--- config.mk ---
export PLATFORM = sky130hd
export DESIGN_NAME = crc16_frame_receiver_check_flat
export DESIGN_NICKNAME = d
export VERILOG_FILES = /design/src/design/crcfr_pkg.sv /design/src/design/crcfr_if.sv /design/src/design/crcfr_cfg_regs.sv /design/src/design/crcfr_frame_check.sv /design/src/design/crc16_frame_receiver_check.sv /design/src/flat_wrapper.sv
export SDC_FILE = /design/constraint.sdc
export NUM_CORES = 1
export LEC_CHECK = 0
export BUFFER_PORTS_ARGS = -buffer_cell sky130_fd_sc_hd__clkbuf_2
export CAP_MARGIN = 25
export CORE_MARGIN = 3
export CORE_UTILIZATION = 30
export CTS_CLUSTER_SIZE = 12
export DETAILED_ROUTE_END_ITERATION = 8
export SLEW_MARGIN = 0
export SYNTH_ARGS = -nofsm -noshare
export SYNTH_HDL_FRONTEND = slang
export SYNTH_SLANG_ARGS = --single-unit
--- constraint.sdc ---
create_clock -name clk_i -period 7 [get_ports clk_i]
set_clock_uncertainty 0.2 [all_clocks]
set_input_delay 0 -clock clk_i [delete_from_list [all_inputs] [get_ports clk_i]]
set_output_delay 0 -clock clk_i [all_outputs]
set_load 0.01 [all_outputs]
--- src/design/crcfr_pkg.sv ---
package crcfr_pkg;

  // frame layout and check limits
  localparam logic [15:0] CRC_INIT       = 16'hFFFF;
  localparam logic [15:0] CRC_POLY_RESET = 16'h1021;
  localparam logic [8:0]  COUNT_MAX      = 9'd256;
  localparam logic [7:0]  MIN_FRAME      = 8'd5;

  // byte positions of the header fields
  localparam logic [8:0] IDX_ADDRESS = 9'd0;
  localparam logic [8:0] IDX_COMMAND = 9'd1;
  localparam logic [8:0] IDX_SIZE    = 9'd2;

  // configuration register map
  localparam int unsigned PADDR_W     = 1;
  localparam int unsigned PDATA_W     = 32;
  localparam logic [PADDR_W-1:0] ADDR_CRC_POLY = 1'b0;

  // result status codes
  typedef enum logic [1:0] {
    STATUS_OK       = 2'd0,
    STATUS_SHORT    = 2'd1,
    STATUS_BAD_SIZE = 2'd2,
    STATUS_CRC_ERR  = 2'd3
  } frame_status_e;

endpackage

--- src/design/crcfr_if.sv ---
// received byte channel
interface crcfr_in_if;
  logic       valid;
  logic       ready;
  logic [7:0] rx_byte;
  logic       end_of_buffer;

  modport source (output valid, output rx_byte, output end_of_buffer, input ready);
  modport sink   (input valid, input rx_byte, input end_of_buffer, output ready);
endinterface

// frame check result channel
interface crcfr_out_if;
  logic       valid;
  logic       ready;
  logic [1:0] frame_status;
  logic [7:0] frame_address;
  logic [7:0] frame_command;
  logic [7:0] frame_size;

  modport source (output valid, output frame_status, output frame_address,
                  output frame_command, output frame_size, input ready);
  modport sink   (input valid, input frame_status, input frame_address,
                  input frame_command, input frame_size, output ready);
endinterface

--- src/design/crcfr_cfg_regs.sv ---
module crcfr_cfg_regs
  import crcfr_pkg::*;
(
  input  logic               clk_i,
  input  logic               rst_ni,
  input  logic               psel,
  input  logic               penable,
  input  logic               pwrite,
  input  logic [PADDR_W-1:0] paddr,
  input  logic [PDATA_W-1:0] pwdata,
  output logic [PDATA_W-1:0] prdata,
  output logic               pready,
  output logic [15:0]        crc_poly_o
);

  logic [15:0] crc_poly_q;
  logic        poly_wr;

  // write strobe on the access phase
  assign poly_wr = psel && penable && pwrite && (paddr == ADDR_CRC_POLY);
  assign pready  = 1'b1;

  always_ff @(posedge clk_i or negedge rst_ni) begin
    if (!rst_ni) begin
      crc_poly_q <= CRC_POLY_RESET;
    end else if (poly_wr) begin
      crc_poly_q <= pwdata[15:0];
    end
  end

  // read mux
  always_comb begin
    prdata = '0;
    if (paddr == ADDR_CRC_POLY) begin
      prdata = {{(PDATA_W-16){1'b0}}, crc_poly_q};
    end
  end

  assign crc_poly_o = crc_poly_q;

endmodule

--- src/design/crcfr_frame_check.sv ---
module crcfr_frame_check
  import crcfr_pkg::*;
(
  input  logic        clk_i,
  input  logic        rst_ni,
  input  logic [15:0] crc_poly_i,
  crcfr_in_if.sink    rx_i,
  crcfr_out_if.source res_o
);

  // one byte through the msb-first crc, bit at a time
  function automatic logic [15:0] crc_byte(input logic [15:0] crc, input logic [7:0] b,
                                           input logic [15:0] poly);
    logic [15:0] c;
    c = crc ^ {b, 8'h00};
    for (int k = 0; k < 8; k++) begin
      c = c[15] ? ({c[14:0], 1'b0} ^ poly) : {c[14:0], 1'b0};
    end
    return c;
  endfunction

  // input register
  logic       in_valid_q;
  logic [7:0] in_byte_q;
  logic       in_last_q;

  // per-buffer state
  logic [8:0]  count_q, count_d;
  logic [15:0] crc_run_q, crc_run_d;
  logic [7:0]  hdr_addr_q, hdr_addr_d;
  logic [7:0]  hdr_cmd_q, hdr_cmd_d;
  logic [7:0]  hdr_size_q, hdr_size_d;
  logic [15:0] crc_rx_q, crc_rx_d;

  // result register
  logic          res_valid_q;
  frame_status_e res_status_q, status_d;
  logic [7:0]    res_addr_q;
  logic [7:0]    res_cmd_q;
  logic [7:0]    res_size_q;

  logic out_free;
  logic proc;
  logic in_take;
  logic [8:0] size_ext;
  logic [8:0] crc_lo_idx;
  logic [8:0] crc_hi_idx;

  // a last byte needs a free result slot, other bytes go straight through
  assign out_free = !res_valid_q || res_o.ready;
  assign proc     = in_valid_q && (!in_last_q || out_free);
  assign rx_i.ready = !in_valid_q || proc;
  assign in_take  = rx_i.valid && rx_i.ready;

  always_ff @(posedge clk_i or negedge rst_ni) begin
    if (!rst_ni) begin
      in_valid_q <= 1'b0;
    end else if (rx_i.ready) begin
      in_valid_q <= rx_i.valid;
    end
  end

  always_ff @(posedge clk_i) begin
    if (in_take) begin
      in_byte_q <= rx_i.rx_byte;
      in_last_q <= rx_i.end_of_buffer;
    end
  end

  // header capture, crc and byte count for the current byte
  always_comb begin
    hdr_addr_d = hdr_addr_q;
    hdr_cmd_d  = hdr_cmd_q;
    hdr_size_d = hdr_size_q;
    crc_run_d  = crc_run_q;
    crc_rx_d   = crc_rx_q;

    unique case (count_q)
      IDX_ADDRESS: hdr_addr_d = in_byte_q;
      IDX_COMMAND: hdr_cmd_d  = in_byte_q;
      IDX_SIZE:    hdr_size_d = in_byte_q;
      default: ;
    endcase

    size_ext   = {1'b0, hdr_size_d};
    crc_lo_idx = size_ext - 9'd2;
    crc_hi_idx = size_ext - 9'd1;

    if (count_q <= IDX_SIZE) begin
      crc_run_d = crc_byte(crc_run_q, in_byte_q, crc_poly_i);
    end else if (count_q < COUNT_MAX && hdr_size_d >= MIN_FRAME) begin
      if (count_q < crc_lo_idx) begin
        crc_run_d = crc_byte(crc_run_q, in_byte_q, crc_poly_i);
      end else if (count_q == crc_lo_idx) begin
        crc_rx_d = {crc_rx_q[15:8], in_byte_q};
      end else if (count_q == crc_hi_idx) begin
        crc_rx_d = {in_byte_q, crc_rx_q[7:0]};
      end
    end

    count_d = (count_q < COUNT_MAX) ? count_q + 9'd1 : count_q;

    // status on the last byte
    if (count_d < {1'b0, MIN_FRAME}) begin
      status_d = STATUS_SHORT;
    end else if (hdr_size_d < MIN_FRAME || size_ext > count_d) begin
      status_d = STATUS_BAD_SIZE;
    end else if (crc_run_d != crc_rx_d) begin
      status_d = STATUS_CRC_ERR;
    end else begin
      status_d = STATUS_OK;
    end
  end

  // per-buffer state, cleared after each result
  always_ff @(posedge clk_i or negedge rst_ni) begin
    if (!rst_ni) begin
      count_q    <= '0;
      crc_run_q  <= CRC_INIT;
      hdr_addr_q <= '0;
      hdr_cmd_q  <= '0;
      hdr_size_q <= '0;
      crc_rx_q   <= '0;
    end else if (proc) begin
      if (in_last_q) begin
        count_q    <= '0;
        crc_run_q  <= CRC_INIT;
        hdr_addr_q <= '0;
        hdr_cmd_q  <= '0;
        hdr_size_q <= '0;
        crc_rx_q   <= '0;
      end else begin
        count_q    <= count_d;
        crc_run_q  <= crc_run_d;
        hdr_addr_q <= hdr_addr_d;
        hdr_cmd_q  <= hdr_cmd_d;
        hdr_size_q <= hdr_size_d;
        crc_rx_q   <= crc_rx_d;
      end
    end
  end

  // result valid
  always_ff @(posedge clk_i or negedge rst_ni) begin
    if (!rst_ni) begin
      res_valid_q <= 1'b0;
    end else if (proc && in_last_q) begin
      res_valid_q <= 1'b1;
    end else if (res_o.ready) begin
      res_valid_q <= 1'b0;
    end
  end

  // result word
  always_ff @(posedge clk_i) begin
    if (proc && in_last_q) begin
      res_status_q <= status_d;
      res_addr_q   <= hdr_addr_d;
      res_cmd_q    <= hdr_cmd_d;
      res_size_q   <= hdr_size_d;
    end
  end

  assign res_o.valid         = res_valid_q;
  assign res_o.frame_status  = res_status_q;
  assign res_o.frame_address = res_addr_q;
  assign res_o.frame_command = res_cmd_q;
  assign res_o.frame_size    = res_size_q;

endmodule

--- src/design/crc16_frame_receiver_check.sv ---
// CRC-16 framed buffer check.
// rx_i takes the received buffer one byte per word, end_of_buffer set on the
// last byte. A frame is address, command, total size, payload, CRC low, CRC
// high. The CRC runs MSB-first from 0xFFFF over the first size-2 bytes with
// the polynomial in register crc_poly (address 0, reset 0x1021).
// res_o gives one word per buffer, on its last byte: status (0 ok, 1 short,
// 2 bad size, 3 CRC mismatch) with the address, command and size bytes.
// Throughput is one byte per cycle: the byte is held in an input register
// and the byte-wise CRC update (eight shift/xor steps) is combinational
// before the result register. The result word is registered: it is loaded
// once the last byte sits in the input register and a result slot is free.
// When res_o stalls, bytes keep flowing until a last byte reaches the input
// register; that byte then waits and rx_i.ready drops until the pending
// result is taken.
// Reset clears the frame state and restores crc_poly to 0x1021; the block
// is ready for the first byte right after reset.
module crc16_frame_receiver_check
  import crcfr_pkg::*;
(
  input  logic               clk_i,
  input  logic               rst_ni,
  input  logic               psel,
  input  logic               penable,
  input  logic               pwrite,
  input  logic [PADDR_W-1:0] paddr,
  input  logic [PDATA_W-1:0] pwdata,
  output logic [PDATA_W-1:0] prdata,
  output logic               pready,
  crcfr_in_if.sink           rx_i,
  crcfr_out_if.source        res_o
);

  logic [15:0] crc_poly;

  // configuration registers
  crcfr_cfg_regs u_cfg (
    .clk_i      (clk_i),
    .rst_ni     (rst_ni),
    .psel       (psel),
    .penable    (penable),
    .pwrite     (pwrite),
    .paddr      (paddr),
    .pwdata     (pwdata),
    .prdata     (prdata),
    .pready     (pready),
    .crc_poly_o (crc_poly)
  );

  // byte pipeline and frame check
  crcfr_frame_check u_check (
    .clk_i      (clk_i),
    .rst_ni     (rst_ni),
    .crc_poly_i (crc_poly),
    .rx_i       (rx_i),
    .res_o      (res_o)
  );

endmodule
--- src/flat_wrapper.sv ---
// flat-port wrapper written by rule: the top's interface ports become plain ports
module crc16_frame_receiver_check_flat import crcfr_pkg::*;
  (clk_i, rst_ni, psel, penable, pwrite, paddr, pwdata, prdata, pready, rx_i_valid, rx_i_rx_byte, rx_i_end_of_buffer, rx_i_ready, res_o_valid, res_o_frame_status, res_o_frame_address, res_o_frame_command, res_o_frame_size, res_o_ready);
  crcfr_in_if rx_i_i ();
  crcfr_out_if res_o_i ();
  input  logic clk_i;
  input  logic rst_ni;
  input  logic psel;
  input  logic penable;
  input  logic pwrite;
  input  logic [PADDR_W-1:0] paddr;
  input  logic [PDATA_W-1:0] pwdata;
  output logic [PDATA_W-1:0] prdata;
  output logic pready;
  input wire logic [$bits(rx_i_i.valid)-1:0] rx_i_valid;
  input wire logic [$bits(rx_i_i.rx_byte)-1:0] rx_i_rx_byte;
  input wire logic [$bits(rx_i_i.end_of_buffer)-1:0] rx_i_end_of_buffer;
  output wire logic [$bits(rx_i_i.ready)-1:0] rx_i_ready;
  output wire logic [$bits(res_o_i.valid)-1:0] res_o_valid;
  output wire logic [$bits(res_o_i.frame_status)-1:0] res_o_frame_status;
  output wire logic [$bits(res_o_i.frame_address)-1:0] res_o_frame_address;
  output wire logic [$bits(res_o_i.frame_command)-1:0] res_o_frame_command;
  output wire logic [$bits(res_o_i.frame_size)-1:0] res_o_frame_size;
  input wire logic [$bits(res_o_i.ready)-1:0] res_o_ready;
  assign rx_i_i.valid = rx_i_valid;
  assign rx_i_i.rx_byte = rx_i_rx_byte;
  assign rx_i_i.end_of_buffer = rx_i_end_of_buffer;
  assign rx_i_ready = rx_i_i.ready;
  assign res_o_valid = res_o_i.valid;
  assign res_o_frame_status = res_o_i.frame_status;
  assign res_o_frame_address = res_o_i.frame_address;
  assign res_o_frame_command = res_o_i.frame_command;
  assign res_o_frame_size = res_o_i.frame_size;
  assign res_o_i.ready = res_o_ready;
  crc16_frame_receiver_check u_core (.clk_i(clk_i), .rst_ni(rst_ni), .psel(psel), .penable(penable), .pwrite(pwrite), .paddr(paddr), .pwdata(pwdata), .prdata(prdata), .pready(pready), .rx_i(rx_i_i), .res_o(res_o_i));
endmodule
======== After elaboration in Yosys (flattened, before gate mapping) ========
Cells that the tools add are included.
cells by class
  $add $sub $neg .......................... 3
  reduce and logical (&&, ||, !) cells .... 16
  bitwise logic cells ..................... 10
  mux-type cells .......................... 31
  equality and inequality tests ........... 5
  $lt $le $gt $ge ......................... 7
operators by type and width
  operator                                                                             number
  16-bit 2-to-1 mux                                                                    19
  16-bit XOR                                                                           9
  8-bit 2-to-1 mux                                                                     6
  9-bit == test                                                                        2
  9-bit 2-to-1 mux                                                                     2
  16-bit inequality test                                                               1
  9-bit by 1-bit adder with 9-bit output, second input constant                        1
  9-bit by 1-bit == test with 1-bit output, second input constant                      1
  9-bit by 2-bit == test with 1-bit output, second input constant                      1
  8-bit by 9-bit greater-than comparator with 1-bit output                             1
  9-bit by 2-bit <= comparator with 1-bit output, second input constant                1
  9-bit logical NOT                                                                    1
  9-bit by 3-bit < comparator with 1-bit output, second input constant                 1
  9-bit < comparator                                                                   1
  9-bit < comparator, second input constant                                            1
  8-bit by 1-bit subtractor with 9-bit output, second input constant                   1
  8-bit by 2-bit subtractor with 9-bit output, second input constant                   1
  8-bit by 3-bit greater-or-equal comparator with 1-bit output, second input constant  1
  8-bit by 3-bit < comparator with 1-bit output, second input constant                 1
  1-bit logical AND                                                                    7
  1-bit logical OR                                                                     4
  2-bit 2-to-1 mux                                                                     2
  1-bit logical NOT                                                                    3
  1-bit 2-to-1 mux                                                                     2
  other kinds (2)                                                                      2
word-level totals
  register bits after elaboration ......... 118
  word-level logic and storage cells ...... 87

======== Logic depth before layout (Yosys ltp) ========
Gate-level depths: netlist of run 1.
  depth in word-level cells ............... 23
  depth in mapped cells ................... 29
  depth with buffers taken out ............ 25

======== Modules after synthesis ========
A second synthesis of run 1 with hierarchy kept.
second synthesis, totals
  cells, all modules ...................... 1162
  area total of the unflattened synthesis .. 10261.1 µm²
modules (own cells, without submodules)
  module             cells each  area each (µm²)  instances
  crcfr_frame_check  1092        9357.7           1
  crcfr_cfg_regs     70          903.4            1

======== Worst setup path before layout of run 1 ========
OpenSTA, ideal clock, no wires.
  kind .................................... reg-to-reg
  start ................................... register u_core.u_check.count_q[0]
  end ..................................... register u_core.u_check.res_status_q[1] (netlist: u_core.u_check.res_o.frame_status[1]) (data pin)
  setup time .............................. 0.275 ns
  stages on the path, launching flop included .. 28
  required time ........................... 6.525 ns
  period minus slack after synthesis ...... 6.174 ns
  data arrival time ....................... 5.699 ns
  buffers on the path ..................... 4
  path slack .............................. 0.826 ns
  cell sequence ........................... dfrtp_1 -> inv_1 -> ha_1 -> nor4b_1 -> nand2_1 -> clkbuf_1 -> buf_1 -> mux2i_1 -> ha_1 -> ha_1 -> nor2_1 -> a211oi_1 -> a2111oi_0 -> o21bai_1 -> a211oi_1 -> or3_1 -> clkbuf_1 -> buf_2 -> nor2_1 -> a21oi_1 -> xnor2_1 -> a2111oi_0 -> o2111ai_1 -> nor4_1 -> o211a_1 -> o311ai_1 -> a211oi_1 -> a31oi_1
between the ends
  longest elaborated chain between the ends .. 12
  elaborated cells between the ends (all ways) .. 28
  classes of those cells .................. add/sub: 3; order compare: 7; eq/ne: 4; mux: 12; reduce/logical: 2
RTL lines
  element                                                                                               line                      text
  start, declared                                                                                       crcfr_frame_check.sv:28   logic [8:0] count_q, count_d;
  start signal, assigned                                                                                crcfr_frame_check.sv:133  count_q <= count_d;
  parallel branches: the longest is 12 deep, another holds 8-bit by 2-bit subtractor with 9-bit output  -
  end signal, assigned                                                                                  crcfr_frame_check.sv:157  res_status_q <= status_d;
  end, declared                                                                                         crcfr_frame_check.sv:37   frame_status_e res_status_q, status_d;
Parallel ways; which one is timed is not known.
A chain may end at the register's enable or synchronous reset.

======== Worst setup path in the final report of run 1 ========
Same ends and word-level chain as after synthesis.

==> results.md, run 1 <==
- Status: finished clean
- Fin. Hold Viols: 0
- Layout Cells excl Fill: 1680
- Post-synthesis cell type count: 91
- Detail Placement HPWL: 21.9 mm
- Post-synth EDFFs: 35
- Mapped Avg Cell Area: 8.85 um^2
- Fin nets: 1297
- Clock Sinks: 118
- Worst setup SP type: flop
- Largest net degree at the start of global routing: 59
- Top cells by area, synth: dfrtp_1, edfxtp_1, xnor2_1
- Core ar.: 32900 um^2
- Slew headroom: 0.394
- Vias: 8919
- Max-cap violations: 0
- Met2 usage: 0.279
- Setup WS pre-CTS: 0.313 ns
- Pint: 3.57 mW
- ANT nets after route: 0
- Total grt overflow: 0
- Placed Cells: 1616
- Design Area, Final: 11800 um^2
- Gate power share: 0.741
- Clock Power Share: 0.111
- DRC: 0
- I/O Pins: 110
- Switching Power: 3.55 mW
- Period utilization: 0.918
- Root buf cell: clkbuf_16
- H-tree depth: 4
- Setup WS post-layout: 0.577 ns
- Reg2Reg Depth: 25
- Routed wire length: 30.2 mm
- CTS tree: yes
- Seq cells post-synth: 118
- Endpoints failing setup: 0
- Reg2reg start: u_core.u_check.count_q[0]
- Asr flop ratio synth: 0.703
- Hold Path Stages: 2
- LEAKAGE: 4.85 nW
- Commonest cells post-synth: nand2_1, xnor2_1, nor2_1
- Peak supply drop: 0.000471 V
- Cell taking the most area after synthesis: dfrtp_1
- Iteration-0 DRC Markers: 739
- Worst skew pair latency: 0.43 ns
- TritonCTS buffer count: 17
- Fmax achieved: 156 MHz
- Drt wl/cell: 18.0 um
- Sw frac: 0.499
- Crit path max fanout: 23
- Seq/Total Area, Yosys: 0.313
- Initial antenna violation count: 0
- Mapped Cells: 1139
- Top_reg_cell synth: dfrtp_1
- Global-route met3 utilization: 0.0248
- Worst hold margin: 0.105 ns
- Most Crowded Layer GR: met2
- Post-layout util: 0.358
- Warning count from the yosys run: 0
- Crit path from: u_core.u_check.count_q[0]
- Vias in the first global route: 8569
- Pwr dens: 606 nW/um^2
- Via density: 5.31
- Die Wd: 189 um
- Cell with the most instances after synthesis: nand2_1
- Placed Area: 10900 um^2
- CP required: 6.95 ns
- Buffer levels on the longest clock path: 2
- Kind of critical path: flop to flop
- RSZ-0062 raised after global routing: no
- Synth top area share: 0.159
- DIE AREA: 35800 um^2
- Worst-Margin Slew: 0.907 ns
- Seq pwr share: 0.148
- Tot Pwr: 7.13 mW
- Global-route wire length before repair: 48.1 mm
- Die span in y: 189 um
- Met1 Usage GRT: 0.233
- Pre-antenna DRT Iters: 6
- Row cnt: 66
- Mapped cell area: 10100 um^2
- Crit path time final: 6.42 ns
- GRT Util Overall: 0.168
- Number of port buffers: 76
- Hold Path Class: input pin to flop
- Layout area overhead: 16.7%
- ANT cells: 0
- Initial Utilization: 0.307
- Fin Setup TNS: 0 ns
- Worst-path clk slew: 0.06 ns
- HP Start: rx_i_rx_byte[2]
- Share of cells above drive strength 1: 0.195
- Final Wtd Congestion: 0.905
- Nature of the critical path endpoint: flop
- Max Slew Vio Count: 0
- CP arrival: 6.37 ns
per-layer routing:
metal	wire length [um]	share of wire
met1	13900	0.46
met2	14200	0.47
met3	1820	0.060
met4	321	0.011
met5	0	0
placed cells by master, fill, tap and decap left out, drive strengths merged, types with 15 or more instances in the layout:
cell type | netlist | layout
nand3 | 28 | 28
mux2 | 38 | 38
conb | 2 | 17
clkbuf | 54 | 94
inv | 33 | 34
mux2i | 28 | 28
edfxtp | 35 | 35
buf | 45 | 46
nor2 | 86 | 86
xnor2 | 123 | 123
o22ai | 15 | 15
o211ai | 17 | 17
dfstp | 19 | 19
nand2 | 126 | 126
dlygate4sd3 | 0 | 30
dfrtp | 64 | 64
o21ai | 69 | 69
a21oi | 56 | 56
nor3 | 17 | 17
a22o | 20 | 20
ha | 23 | 23
xor2 | 30 | 30
power by group through the flow:
stage                     Sequential [mW]  Clock (mW)  Combinational [mW]
after floorplan                     0.952           0                4.23
after global placement               1.06           0                5.13
after detailed placement             1.06           0                5.18
after CTS                            1.05       0.805                5.22
after global routing                 1.08       0.834                5.71
final                                1.06       0.790                5.28
final cells by class:
class / count / area, um^2
multi-input cells: 902 / 6380
flip-flops and latches: 118 / 3150
clock buffers: 19 / 433
fillers: 3425 / 21100
clock inverters: 13 / 85.1
repair buffers: 151 / 1030
well taps: 442 / 553
inverters: 35 / 131
worst paths after layout:
path / end / slack, ns
min in group asynchronous: u_core.u_check.hdr_size_q[4] / 0.44
hold reg to reg: u_core.u_check.crc_rx_q[8] / 0.28
setup reg to reg: u_core.u_check.res_o.frame_status[1] / 0.58
max in group asynchronous: u_core.u_cfg.crc_poly_o[14] / 5.38
setup / recovery: u_core.u_check.res_o.frame_status[1] / 0.58
hold / removal: u_core.u_check.in_byte_q[2] / 0.11
flip-flops by register name, indices dropped and copies added, names as in the netlist:
signal                              count
u_core.u_check.res_o.frame_command      8
u_core.u_check.res_o.frame_address      8
u_core.u_cfg.crc_poly_o                16
u_core.u_check.hdr_cmd_q                8
u_core.u_check.in_last_q                1
u_core.u_check.hdr_addr_q               8
u_core.u_check.in_byte_q                8
u_core.u_check.crc_rx_q                16
u_core.u_check.res_o.frame_size         8
u_core.u_check.crc_run_q               16
u_core.u_check.in_valid_q               1
u_core.u_check.count_q                  9
u_core.u_check.res_o.frame_status       2
u_core.u_check.hdr_size_q               8
u_core.u_check.res_o.valid              1
timing repair:
action,CTS,global route
hold buffers,31,0
resized for setup,0,5
endpoints found under the hold margin,100,0
setup buffers,0,1
setup endpoints to repair,0,2
worst max-delay path: stages (launching register included):
cell	delay, ns
dfrtp_1	0.42
inv_1	0.18
ha_1	0.19
nor4b_1	0.39
nand2_1	0.09
buf_4	0.18
buf_4	0.22
mux2i_1	0.22
ha_1	0.27
ha_1	0.31
nor2_1	0.05
a211oi_1	0.22
a2111oi_0	0.10
o21bai_1	0.22
a211oi_1	0.10
nor4_1	0.31
and3_2	0.37
buf_4	0.25
mux2i_1	0.39
nor4_1	0.10
nor4_1	0.25
o21ai_0	0.12
a311oi_1	0.32
nand4_1	0.16
o41ai_2	0.36
a31oi_1	0.14
cell families after synthesis:
logic type,synth area share
mux,0.0710
flops,0.313
simple gates,0.161
buf+inv,0.0626
other cells,0.000745
compound gates,0.204
xor+xnor,0.159
fa+ha+maj,0.0285
Power figures use the tool's default switching activity.
==> run 2, diff against run 1 <==
Settings changed: CELL_PAD_IN_SITES_DETAIL_PLACEMENT set to 1, CELL_PAD_IN_SITES_GLOBAL_PLACEMENT set to 2, PLACE_DENSITY_LB_ADDON set to 0.1.
==> run 2 against run 1 <==
Die area stayed put. Register-to-register slack better by 0.099 ns. Sequential share of layout area is 0.49 points lower. Critical path type unchanged. Critical path depth is 8 lower. Non-clock buffer count is 14 higher. Total power is 5.3% higher. Core utilization is 0.66 points higher. Worst setup slack better by 0.099 ns. Cell count is 0.83% higher. Sequential cell count stayed put. Via count is 0.53% lower. Combinational power is 4.2% higher.
==> results.md, run 2 (same netlist as run 1, synthesis figures left out) <==
- Status: finished clean
- Fin. Hold Viols: 0 (unchanged)
- Die Wd: 189 um (unchanged)
- Most common cell after layout, fill and taps aside: nand2_1
- Largest net degree at the start of global routing: 58 (-1.7%)
- Number of port buffers: 76 (unchanged)
- Pint: 3.74 mW (+4.7%)
- Sw frac: 0.502 (+0.00304)
- Buffer levels on the longest clock path: 2 (unchanged)
- Design Area, Final: 12000 um^2 (+1.9%)
- Fin Setup TNS: 0 ns (unchanged)
- Slowest stage delay, CP: 0.77 ns (+0.35 ns)
- Hold Path Class: input pin to flop
- Seq pwr share: 0.142 (-0.006)
- Pre-antenna DRT Iters: 5 (-1)
- Global-route wire length before repair: 57.6 mm (+20%)
- Share of cells above drive strength 1: 0.204 (+0.00900)
- DIE AREA: 35800 um^2 (unchanged)
- Peak supply drop: 0.000265 V (-44%)
- Clock Power Share: 0.125 (+0.014)
- Fin nets: 1311 (+1.1%)
- Vias: 8872 (-0.53%)
- Worst setup SP type: flop
- Pwr dens: 626 nW/um^2 (+3.4%)
- ANT cells: 0 (unchanged)
- Root buf cell: clkbuf_16
- Via density: 5.24 (-1.3%)
- Initial antenna violation count: 0 (unchanged)
- LEAKAGE: 4.98 nW (+2.5%)
- Commonest cells after routing, fill and taps aside: nand2_1, xnor2_1, nor2_1
- Core ar.: 32900 um^2 (unchanged)
- Total grt overflow: 0 (unchanged)
- Period utilization: 0.903 (-0.0141)
- Layout area overhead: 18.9%
- Crit path max fanout: 18 (-22%)
- Nature of the critical path endpoint: flop
- Worst skew pair latency: 0.44 ns (about the same)
- Die span in y: 189 um (unchanged)
- Gate power share: 0.733 (-0.008)
- Endpoints failing setup: 0 (unchanged)
- Worst-path clk slew: 0.06 ns (about the same)
- Slew headroom: 0.371 (-0.0229)
- Worst hold margin: 0.0291 ns (-0.0761 ns)
- Vias in the first global route: 9364 (+9.3%)
- Routed wire length: 36.6 mm (+21%)
- TritonCTS buffer count: 17 (unchanged)
- CTS tree: yes
- DRC: 0 (unchanged)
- CP arrival: 6.28 ns (-0.09 ns)
- GRT Util Overall: 0.208 (+0.0403)
- RSZ-0062 raised after global routing: no
- H-tree depth: 4 (unchanged)
- Iteration-0 DRC Markers: 390 (-47%)
- I/O Pins: 110 (unchanged)
- Initial Utilization: 0.307 (unchanged)
- Max-cap violations: 0 (unchanged)
- CP required: 6.95 ns (about the same)
- Fmax achieved: 158 MHz (+1.6%)
- Kind of critical path: flop to flop
- Placed Area: 11000 um^2 (+1.2%)
- Final Wtd Congestion: 0.802 (-11%)
- Clock Sinks: 118 (unchanged)
- Worst-Margin Slew: 0.939 ns (+0.0319 ns)
- Row cnt: 66 (unchanged)
- Slowest CP cell: xnor2_2
- CP cell instances: xnor2_2, xnor2_1, o221ai_1, or2_1, o211ai_2, mux2_1, or3_1, a211oi_2, nor3_1, xnor2_1, buf_4, a21oi_1, nor3_1, o21a_1, nand4_1, o41ai_4, a31oi_1
- Fillers: 3867 (+13%)
- Switching Power: 3.76 mW (+5.9%)
- ANT nets after route: 0 (unchanged)
- Crit path time final: 6.32 ns (-0.0990 ns)
- Setup Fix Bufs, Post-CTS: 0 (unchanged)
- Detail Placement HPWL: 27.3 mm (+24%)
- Drt wl/cell: 21.6 um (+20%)
- Post-layout util: 0.365 (+0.00662)
- Max Slew Vio Count: 0 (unchanged)
==> run 2: path summary, 6_finish.rpt <==
check	startpoint	endpoint	slack (ns)	cells past startpoint
worst max-delay path	u_core.u_check.in_byte_q[6]	u_core.u_check.res_o.frame_status[1]	0.68	17
worst min-delay path	pwrite	u_core.u_cfg.crc_poly_o[2]	0.03	3
worst max register to register	u_core.u_check.in_byte_q[6]	u_core.u_check.res_o.frame_status[1]	0.68	17
worst min register to register	u_core.u_check.crc_rx_q[0]	u_core.u_check.crc_rx_q[0]	0.28	2
max in group asynchronous	rst_ni	u_core.u_cfg.crc_poly_o[6]	5.25	4
min in group asynchronous	rst_ni	u_core.u_check.crc_run_q[9]	0.53	3
==> run 2: per-stage QoR <==
stage	std cells	power, mW	setup slack [ns]
finish	1694	7.51	0.676
global route	1694	8.12	0.156
CTS	1694	7.55	0.498
detailed placement	1631	6.54	0.523
global placement	1629	6.53	0.610
floorplan	1154	5.19	0.826
==> run 2: power groups by stage <==
stage          Sequential [mW]  Clock (mW)  Combinational (mW)
6_report                  1.07       0.939                5.50
5_1_grt                   1.09       0.999                6.04
4_1_cts                   1.07       0.970                5.51
3_5_place_dp              1.08           0                5.46
3_3_place_gp              1.08           0                5.45
2_1_floorplan            0.952           0                4.23
==> run 2: timing repair <==
action | CTS | global route
setup endpoints to repair | 0 | 2
hold buffers | 31 | 0
hold endpoints to repair | 87 | 0
resized for setup | 0 | 6
==> run 2: cell type report <==
class,instances,area (um^2),area share
tap,442,553,0.0462
multi-input combinational,902,6380,0.533
clock inverter,14,175,0.0146
timing repair buffer,165,1160,0.0967
sequential,118,3150,0.263
clock buffer,18,429,0.0358
inverter,35,131,0.0110
==> run 2: layer usage <==
| metal | part of all wire | track usage | up-vias | wire length (um) |
|---|---|---|---|---|
| met3 | 0.027 | 0.0328 | 26 | 979 |
| li1 | - | - | 4265 | - |
| met4 | 0.012 | 0.0407 | 0 | 430 |
| met5 | 0 | 0 | - | 0 |
| met1 | 0.47 | 0.277 | 4443 | 17200 |
| met2 | 0.49 | 0.361 | 138 | 17900 |
==> run 2: critical path, delay by kind of cell (launching register included) <==
| kind | cells | cell delay (ns) |
|---|---|---|
| buffers and inverters | 1 | 0.28 |
| and+or+nand+nor | 5 | 1.56 |
| AOI/OAI and AO/OA | 7 | 1.56 |
| xor gates and xnor gates | 3 | 1.64 |
| DFF | 1 | 0.43 |
| muxes | 1 | 0.36 |
==> run 3, diff against run 2 <==
Settings changed: PLACE_DENSITY set to 0.78, PLACE_DENSITY_LB_ADDON 0.1 to unset.
==> run 3 against run 2 <==
Sequential cell count stayed put. Combinational power is 0.9% lower. Hold slack better by 0.062 ns. Largest power group unchanged.
==> results.md, run 3 (same netlist as run 1, synthesis figures left out) <==
- Status: finished clean
- Peak supply drop: 0.000414 V (+56%)
- Global-route wire length before repair: 53.8 mm (-6.4%)
- Vias in the first global route: 9205 (-1.7%)
- Commonest cells after routing, fill and taps aside: nand2_1, xnor2_1, nor2_1
- Fin Setup TNS: 0 ns (unchanged)
- Period utilization: 0.927 (+0.0231)
- Max-cap violations: 0 (unchanged)
- Fin. Hold Viols: 0 (unchanged)
- Placed Cells: 1617 (-0.86%)
- Pre-antenna DRT Iters: 5 (unchanged)
- Die Wd: 189 um (unchanged)
- Clock Power Share: 0.113 (-0.012)
- Routed wire length: 34.2 mm (-6.3%)
- Register area: 3150 um^2 (unchanged)
- GRT Util Overall: 0.191 (-0.0172)
- Crit path max fanout: 23 (+5)
- Clock Sinks: 118 (unchanged)
- Die span in y: 189 um (unchanged)
- Setup WS post-layout: 0.514 ns (-0.161 ns)
- Share of cells above drive strength 1: 0.199 (-0.00593)
- Total grt overflow: 0 (unchanged)
- Seq pwr share: 0.144 (+0.002)
- Core ar.: 32900 um^2 (unchanged)
- TritonCTS buffer count: 17 (unchanged)
- Root buf cell: clkbuf_16
- Detail Placement HPWL: 24.9 mm (-8.6%)
- Setup Fix Bufs, Post-CTS: 0 (unchanged)
- I/O Pins: 110 (unchanged)
- Iteration-0 DRC Markers: 455 (+17%)
- Worst hold margin: 0.0910 ns (+0.0619 ns)
- Layout area overhead: 17.0%
- Row cnt: 66 (unchanged)
- Slew headroom: 0.393 (+0.0217)
- Nature of the critical path endpoint: flop
- Sw frac: 0.512 (+0.0100)
- CTS tree: yes
- Design Area, Final: 11800 um^2 (-1.5%)
- Drt wl/cell: 20.4 um (-5.6%)
- Initial antenna violation count: 0 (unchanged)
- Worst setup SP type: flop
- Gate power share: 0.743 (+0.010)
- Buffer levels on the longest clock path: 2 (unchanged)
- Tot Pwr: 7.33 mW (-2.3%)
- Crit path from: u_core.u_check.count_q[0]
- Most common cell after layout, fill and taps aside: nand2_1
- Switching Power: 3.75 mW (-0.34%)
- Setup slack, reg-to-reg: 0.51 ns (-0.16 ns)
- Vias: 9013 (+1.6%)
- Max Slew Vio Count: 0 (unchanged)
- HP Start: rx_i_end_of_buffer
- RSZ-0062 raised after global routing: no
- Hold Path Stages: 2 (-1)
- Worst-path clk slew: 0.06 ns (about the same)
- Reg2reg start: u_core.u_check.count_q[0]
- Worst-Margin Slew: 0.906 ns (-0.0327 ns)
- CP required: 6.96 ns (about the same)
- Kind of critical path: flop to flop
- Final Wtd Congestion: 0.843 (+5.2%)
- Fillers: 3873 (+0.16%)
- Fmax achieved: 154 MHz (-2.5%)
- Pwr dens: 622 nW/um^2 (-0.76%)
- LEAKAGE: 4.85 nW (-2.4%)
- Number of port buffers: 76 (unchanged)
- Crit path time final: 6.49 ns (+0.161 ns)
- Slowest CP cell: nor4b_1
- H-tree depth: 4 (unchanged)
- Setup WS pre-CTS: 0.157 ns (-0.366 ns)
- Via density: 5.36 (+2.4%)
- ANT cells: 0 (unchanged)
- Slowest stage delay, CP: 0.50 ns (-0.27 ns)
- Reg2Reg Depth: 23 (+6)
- FF-to-FF End: u_core.u_check.res_o.frame_status[0]
- CP arrival: 6.44 ns (+0.16 ns)
- Initial Utilization: 0.307 (unchanged)
- Placed Area: 10900 um^2 (-1.1%)
- Multi-input logic area: 6380 um^2 (about the same)
- Pint: 3.58 mW (-4.2%)
- Post-layout util: 0.359 (-0.00560)
- Worst skew pair latency: 0.44 ns (about the same)
- Layout Cells excl Fill: 1681 (-0.77%)
- Fin nets: 1298 (-0.99%)
- ANT nets after route: 0 (unchanged)
- Endpoints failing setup: 0 (unchanged)
- DRC: 0 (unchanged)
- Crit path top cell by count: a211oi_1
- DIE AREA: 35800 um^2 (unchanged)
- CP cell instances: inv_1, ha_1, nor4b_1, nand2_2, buf_4, mux2i_2, xnor2_1, ha_1, nand2_1, a211oi_1, a2111oi_0, o21bai_1, a211oi_1, or3_4, mux2i_2, xnor2_1, a2111oi_0, o2111ai_1, nor4_1, o211a_1, o311ai_1, a211oi_1, a31oi_1
- Hold Path End: u_core.u_check.in_last_q
- Hold Path Class: input pin to flop
- Largest net degree at the start of global routing: 58 (unchanged)
==> run 3: power groups by stage <==
stage          clock network [mW]  registers (mW)  logic [mW]
4_1_cts                     0.851            1.05        5.43
3_3_place_gp                    0            1.06        5.32
6_report                    0.830            1.05        5.45
5_1_grt                     0.882            1.07        5.90
3_5_place_dp                    0            1.06        5.37
2_1_floorplan                   0           0.952        4.23
==> run 3: layer usage <==
metal / GRT usage / routed length, um / up-vias
met5: 0 / 0 / -
met4: 0.0520 / 635 / 0
met3: 0.0278 / 1210 / 33
met2: 0.326 / 16600 / 204
met1: 0.254 / 15800 / 4534
li1: - / - / 4242
==> run 3: worst max-delay path: cells and delay by family (launching register included) <==
| kind | cells | cell delay, ns |
|---|---|---|
| muxes | 2 | 0.73 |
| buffers and inverters | 2 | 0.45 |
| adders and majority gates | 2 | 0.44 |
| DFF | 1 | 0.42 |
| AOI/OAI and AO/OA | 10 | 2.25 |
| and+or+nand+nor | 5 | 1.44 |
| xor gates and xnor gates | 2 | 0.28 |
==> run 3: worst max path at each step <==
stage	end	slack (ns)	cells past startpoint
finish	u_core.u_check.res_o.frame_status[0]	0.51	23
global route	u_core.u_check.res_o.frame_status[0]	0.04	23
CTS	u_core.u_check.res_o.frame_status[0]	0.11	23
detailed placement	u_core.u_check.res_o.frame_status[0]	0.16	23
global placement	u_core.u_check.res_o.frame_status[1]	0.33	23
floorplan	u_core.u_check.res_o.frame_status[1]	0.83	27
==> run 3: layout make-up <==
| class | count | share of cell area |
|---|---|---|
| multi-input combinational | 902 | 0.541 |
| sequential | 118 | 0.267 |
| timing repair buffer | 152 | 0.0888 |
| tap | 442 | 0.0469 |
| clock buffer | 19 | 0.0367 |
| inverter | 35 | 0.0111 |
| clock inverter | 13 | 0.00870 |
==> run 3: what timing repair did <==
action | 4_1_cts | 5_1_grt
endpoints found under the hold margin | 91 | 0
resized for setup | 0 | 6
hold buffers | 31 | 0
endpoints found under the setup margin | 0 | 2
